[src/rtl/address_to_function_range_lookup_defines.svh]
// Assertion macros for the function range lookup block.
// Included by the RTL files that carry concurrent checks; no other dependencies.
`ifndef ADDRESS_TO_FUNCTION_RANGE_LOOKUP_DEFINES_SVH
`define ADDRESS_TO_FUNCTION_RANGE_LOOKUP_DEFINES_SVH
`ifndef SYNTH
// Same-cycle implication.
`define AFLR_ASSERT(lbl, clk, rst, ante, cons) \
   lbl: assert property (@(posedge clk) disable iff (rst) (ante) |-> (cons)) \
      else $error("%m: check failed");
// Next-cycle implication.
`define AFLR_ASSERT_NEXT(lbl, clk, rst, ante, cons) \
   lbl: assert property (@(posedge clk) disable iff (rst) (ante) |=> (cons)) \
      else $error("%m: check failed");
`else
`define AFLR_ASSERT(lbl, clk, rst, ante, cons)
`define AFLR_ASSERT_NEXT(lbl, clk, rst, ante, cons)
`endif
`endif

[src/rtl/aflr_pkg.sv]
// Shared types and constants for the function range lookup block.
// No dependencies; imported by every module of the block.
package aflr_pkg;

   localparam int MAX_SYMBOLS = 1024;
   localparam int IDX_W = $clog2(MAX_SYMBOLS);
   localparam int CNT_W = $clog2(MAX_SYMBOLS + 1);
   localparam int ENTRY_IDX_W = 10;
   localparam int COUNT_REG_W = 11;
   localparam int ADDR_W = 32;
   localparam int TYPE_W = 4;
   localparam int CSR_IDX_W = 1;
   localparam int CSR_DATA_W = 32;

   localparam logic [TYPE_W-1:0] FUNC_TYPE = 4'd2;

   localparam logic CMD_WRITE = 1'b0;
   localparam logic CMD_LOOKUP = 1'b1;

   localparam logic [CSR_IDX_W-1:0] CSR_ENTRY_COUNT = 1'b0;
   localparam logic [CSR_IDX_W-1:0] CSR_STR_TABLE_LEN = 1'b1;

   typedef struct packed {
      logic                   command;
      logic [ENTRY_IDX_W-1:0] entry_index;
      logic [ADDR_W-1:0]      sym_base;
      logic [ADDR_W-1:0]      symbol_size;
      logic [TYPE_W-1:0]      symbol_type;
      logic [ADDR_W-1:0]      name_off;
      logic                   name_is_empty;
      logic [ADDR_W-1:0]      query_address;
   } aflr_req_type;

   typedef struct packed {
      logic                   found;
      logic [ADDR_W-1:0]      func_base;
      logic [ADDR_W-1:0]      func_name_off;
      logic [ENTRY_IDX_W-1:0] match_index;
   } aflr_rsp_type;

   // Table entry as stored: end address and eligibility are folded in at write time.
   typedef struct packed {
      logic [ADDR_W-1:0] start_addr;
      logic [ADDR_W-1:0] end_addr;
      logic              point;
      logic [ADDR_W-1:0] name_off;
      logic              fn_ok;
   } aflr_entry_type;

   typedef struct packed {
      logic             vld;
      logic [IDX_W-1:0] idx;
      aflr_entry_type   entry;
   } aflr_rd_type;

   typedef struct packed {
      logic              busy;
      logic              found;
      logic [ADDR_W-1:0] start_addr;
      logic [ADDR_W-1:0] name_off;
      logic [IDX_W-1:0]  idx;
   } aflr_scan_status_type;

endpackage

[src/rtl/aflr_match.sv]
// Compare unit: tests one entry per cycle against the query and keeps the best hit.
// Depends on aflr_pkg and the assertion macro header.
`include "address_to_function_range_lookup_defines.svh"
module aflr_match (
   input  logic                              clock,
   input  logic                              reset,
   input  logic                              clear,
   input  aflr_pkg::aflr_rd_type             rd,
   input  logic [aflr_pkg::ADDR_W-1:0]       query_addr,
   input  logic [aflr_pkg::ADDR_W-1:0]       str_table_len,
   output aflr_pkg::aflr_scan_status_type    status
);
   import aflr_pkg::*;

   logic              hit;
   logic              m_vld_ff;
   logic [ADDR_W-1:0] m_start_ff;
   logic [ADDR_W-1:0] m_name_ff;
   logic [IDX_W-1:0]  m_idx_ff;
   logic              found_ff;
   logic [ADDR_W-1:0] best_start_ff;
   logic [ADDR_W-1:0] best_name_ff;
   logic [IDX_W-1:0]  best_idx_ff;

   always_comb begin
      hit = rd.vld && rd.entry.fn_ok && (rd.entry.name_off < str_table_len) &&
            (query_addr >= rd.entry.start_addr) &&
            (rd.entry.point ? (query_addr == rd.entry.start_addr)
                            : (query_addr < rd.entry.end_addr));
   end

   // Stage 1: register the hit.
   always_ff @(posedge clock) begin
      if (reset) begin
         m_vld_ff <= 1'b0;
      end else begin
         m_vld_ff <= hit;
      end
   end

   always_ff @(posedge clock) begin
      m_start_ff <= rd.entry.start_addr;
      m_name_ff  <= rd.entry.name_off;
      m_idx_ff   <= rd.idx;
   end

   // Stage 2: replace the best only on a strictly larger start, so the earliest index wins ties.
   always_ff @(posedge clock) begin
      if (reset || clear) begin
         found_ff      <= 1'b0;
         best_start_ff <= '0;
         best_name_ff  <= '0;
         best_idx_ff   <= '0;
      end else if (m_vld_ff && (!found_ff || (m_start_ff > best_start_ff))) begin
         found_ff      <= 1'b1;
         best_start_ff <= m_start_ff;
         best_name_ff  <= m_name_ff;
         best_idx_ff   <= m_idx_ff;
      end
   end

   assign status = '{busy: m_vld_ff, found: found_ff, start_addr: best_start_ff,
                     name_off: best_name_ff, idx: best_idx_ff};

   `AFLR_ASSERT_NEXT(a_best_grows, clock, reset, found_ff && !clear, best_start_ff >= $past(best_start_ff))
   `AFLR_ASSERT_NEXT(a_found_holds, clock, reset, found_ff && !clear, found_ff)
   `AFLR_ASSERT_NEXT(a_skip_ineligible, clock, reset, rd.vld && !rd.entry.fn_ok, !m_vld_ff)

endmodule

[config.mk]
export PLATFORM = sky130hd
export DESIGN_NAME = aflr_match
export DESIGN_NICKNAME = d
export VERILOG_FILES = /design/src/rtl/aflr_pkg.sv /design/src/rtl/aflr_match.sv
export VERILOG_INCLUDE_DIRS = /design/src /design/src/rtl
export SDC_FILE = /design/constraint.sdc
export NUM_CORES = 1
export LEC_CHECK = 0
export BUFFER_PORTS_ARGS = -buffer_cell sky130_fd_sc_hd__buf_2
export CELL_PAD_IN_SITES_DETAIL_PLACEMENT = 0
export CELL_PAD_IN_SITES_GLOBAL_PLACEMENT = 1
export CORE_UTILIZATION = 42
export CTS_BUF_LIST = sky130_fd_sc_hd__clkbuf_8
export CTS_CLUSTER_SIZE = 14
export DETAILED_ROUTE_END_ITERATION = 10
export PLACE_DENSITY_LB_ADDON = 0.3
export SLEW_MARGIN = 30
export SYNTH_ARGS = -nofsm -noshare
export SYNTH_HDL_FRONTEND = slang
export SYNTH_SLANG_ARGS = --single-unit
export TNS_END_PERCENT = 10
[constraint.sdc]
create_clock -name clock -period 4.5 [get_ports clock]
set_input_delay 0.45 -clock clock [delete_from_list [all_inputs] [get_ports clock]]
set_output_delay 0.45 -clock clock [all_outputs]
set_load 0.02 [all_outputs]
==> flow_summary.toml <==
[clock_network]
worstSkewPairLatency_ps = 450
cts_resized = 0
cts_buffers = 17
tritoncts = "yes"
cts_hold_buf = 0
clkTransAtPathRegs_ps = 90
cts_max_level = 4
cts_num_sinks = 150
post_cts_buffers = 0
cts-root-buf = "clkbuf_8"
cts_buffer_depth = 2

[floorplan]
core_mm2 = 0.0181
die_area_mm2 = 0.0191
ios = 252
start_util_pct = 43.1
num_rows = 49
die_x_um = 138
die_height_um = 138

[route]
drtIter0Drc = 267
vias = 6727
viasPerCell = 5.01
antenna_left = 0
routedWlPerCell_um = 15.2
drc = 28
first_pass_iters = 8
finalWirelength_mm = 20.5

[timing]
hold_viol_final = 0
finalCriticalPeriod_ps = 3180
slew_headroom_pct = 40.7
fin_skew_ps = 14.0
rsz0062_at_grt = "false"
setup_tns_ps = 0
drv_slew = 0
tightest_slew_ps = 890
setup-violations-final = 0
period_share_pct = 70.6
maxClockFrequency_mhz = 315

[synth]
synth-seq-area-share_pct = 38.6
synth.distinct_cells = 49
postSynthNetCount = 1168
synth_largest_area_cell = "dfxtp_1"
synth_ff_type = "dfxtp_1"
netlist_area_mm2 = 0.00779
syn_avg_cell_area_um2 = 8.99
synth_top_area_share_pct = 38.6
synth_warnings = 0
synth_edf_count = 0
synthCells = 866
ys_ff_latch = 150
synth_area_leaders = "dfxtp_1 (39%), ha_1 (20%), inv_1 (6.1%)"
synthArstFlopShare_pct = 0

[global_route]
grt_max_degree = 75
antenna_found_initial = 1
grt_busiest_layer = "met2"
gr-usage-met1_pct = 30.1
grt_pass1_wl_mm = 33.1
grtUsageMet2_pct = 34.5
grt.met3_usage_pct = 4.75
grtUsageTotal_pct = 21.7
overflow = 0
grt_pass1_vias = 6396

[min_path]
hp-class = "in -> reg"

[power_and_ir_drop]
pwr-share-comb_pct = 12.6
leakage_nw = 4.58
ir_drop_v = 0.000187
p_per_area_mw_per_mm2 = 289
pwr-share-seq_pct = 49.4
power.switching_mw = 0.745
switching_share_pct = 26.7
power.total_mw = 2.79
power.internal_mw = 2.04
p_clk_share_pct = 37.9

[finish]
syn2layout_area_growth_pct = 23.7
fin_nets = 1405
final_cells = 1344
utilization_pct = 53.3
layout-drive-gt1-share_pct = 27.4
antenna_cells = 0
num-fill-cells = 1744

[place]
gp_congestion = 0.817
dp_cells = 1313
numPortBuffers = 251
dpl.hpwl_mm = 15.6

[critical_path]
critical_path.max_fanout = 30
cp-end-kind = "flop"
crit_chain = "inv_1 > ha_1 > nand4_2 > nor4_1 > a21boi_1 > o311a_2 > buf_4 > o21ai_0 > a21boi_0"
critPathTopFamily = "compound AO/OA/AOI/OAI gates"
r2r_slack_ps = 1320
cp.buffers_inverters = 2
crit_type = "reg -> reg"
critPathMaxStageDelay_ps = 570
critPathArrivalTime_ps = 3560
required_ps = 4880
critical_path.startpoint_type = "flop"
slowest_stage = "nor4_1"

[job]
cap_violations = 0

[run_status]
status = "complete, but fails checks"
violations = "design-rule violations"
-- state kept, by name, summed over array words and instances, names as in the netlist --
name / cells
m_idx_ff: 10
m_name_ff: 32
m_start_ff: 32
m_vld_ff: 1
best_idx_ff: 10
best_name_ff: 32
best_start_ff: 32
found_ff: 1
-- kinds of logic (layout without fill, tap and decap cells) --
group,after synthesis,count (layout),synth area share [%]
buffers and inverters,169,418,9.17
AOI/OAI and AO/OA,254,254,20.8
and+or+nand+nor,167,167,11.2
DFF,150,150,38.6
adders and majority gates,126,126,20.2
-- metrics by stage --
step | cell area, um^2 | hold slack, ps | worst slack (ps)
2_1_floorplan | 7790 | 438 | 2240
3_3_place_gp | 9170 | 445 | 1410
3_5_place_dp | 9230 | 451 | 1330
4_1_cts | 9630 | 63.3 | 1310
5_1_grt | 9630 | 63.5 | 1010
6_report | 9630 | 90.7 | 1320
-- Yosys cell counts, drive strengths merged (13+ instances only) --
master and number:
dfxtp 150, inv 127, ha 126, o21ai 93
nand3 86, a21boi 77, a21oi 44, buf 25
nand2 25, nand4 20, clkbuf 17, nor2 13
-- routing by layer --
layer	part of all wire [%]	up-vias
met5	0.064	-
met4	0.89	2
met3	5.7	16
met2	45	184
met1	49	3009
li1	-	3516
-- path summary, 6_finish.rpt --
path,start,to,depth (start not counted)
min reg2reg,best_name_ff[15]$_SDFFE_PP0P_,best_name_ff[15]$_SDFFE_PP0P_,2
min,rd[105],m_idx_ff[7]$_DFF_P_,1
max,best_start_ff[30]$_SDFFE_PP0P_,best_idx_ff[9]$_SDFFE_PP0P_,9
max reg2reg,best_start_ff[30]$_SDFFE_PP0P_,best_idx_ff[9]$_SDFFE_PP0P_,9
-- power by group through the flow --
stage	registers (mW)	logic, mW	clock network, mW
finish	1.38	0.352	1.06
global route	1.38	0.406	1.14
CTS	1.38	0.358	1.09
detailed placement	1.41	0.354	0
global placement	1.41	0.346	0
floorplan	1.41	0.197	0
-- cell usage in the layout, fill, tap and decap left out, types with 2 or more instances in the layout --
master        n
a21boi_1     62
dfxtp_1     150
nand4_2       2
buf_2       251
inv_1       127
bufinv_16     2
buf_4         7
a21oi_1      44
nand3_1      86
clkinv_4      2
o21ai_1      60
ha_1        126
and4_1        4
a221oi_1      4
a211oi_1      5
inv_6         5
o21a_1        4
nor2b_1       3
o21ai_0      33
o211ai_1      2
o21bai_1      3
clkinvlp_4    2
o2111ai_1     2
inv_8         2
a2111oi_0     2
nor2_1       12
buf_16        2
nor3_1        6
nand4_1      18
nand2b_1      3
a21o_1        5
nand2_1      25
clkbuf_8     17
a21boi_0     14
a2111oi_2     2
-- final cells by class --
| class | instances | area (um^2) | share of cell area (%) |
|---|---|---|---|
| Clock buffer | 17 | 234 | 2.43 |
| Clock inverter | 14 | 164 | 1.70 |
| Multi-Input combinational cell | 547 | 4100 | 42.6 |
| Inverter | 127 | 477 | 4.95 |
| Timing Repair Buffer | 260 | 1360 | 14.2 |
| Sequential cell | 150 | 3000 | 31.2 |
| Tap cell | 229 | 287 | 2.97 |
No activity file was read; power rests on OpenSTA's default activity.
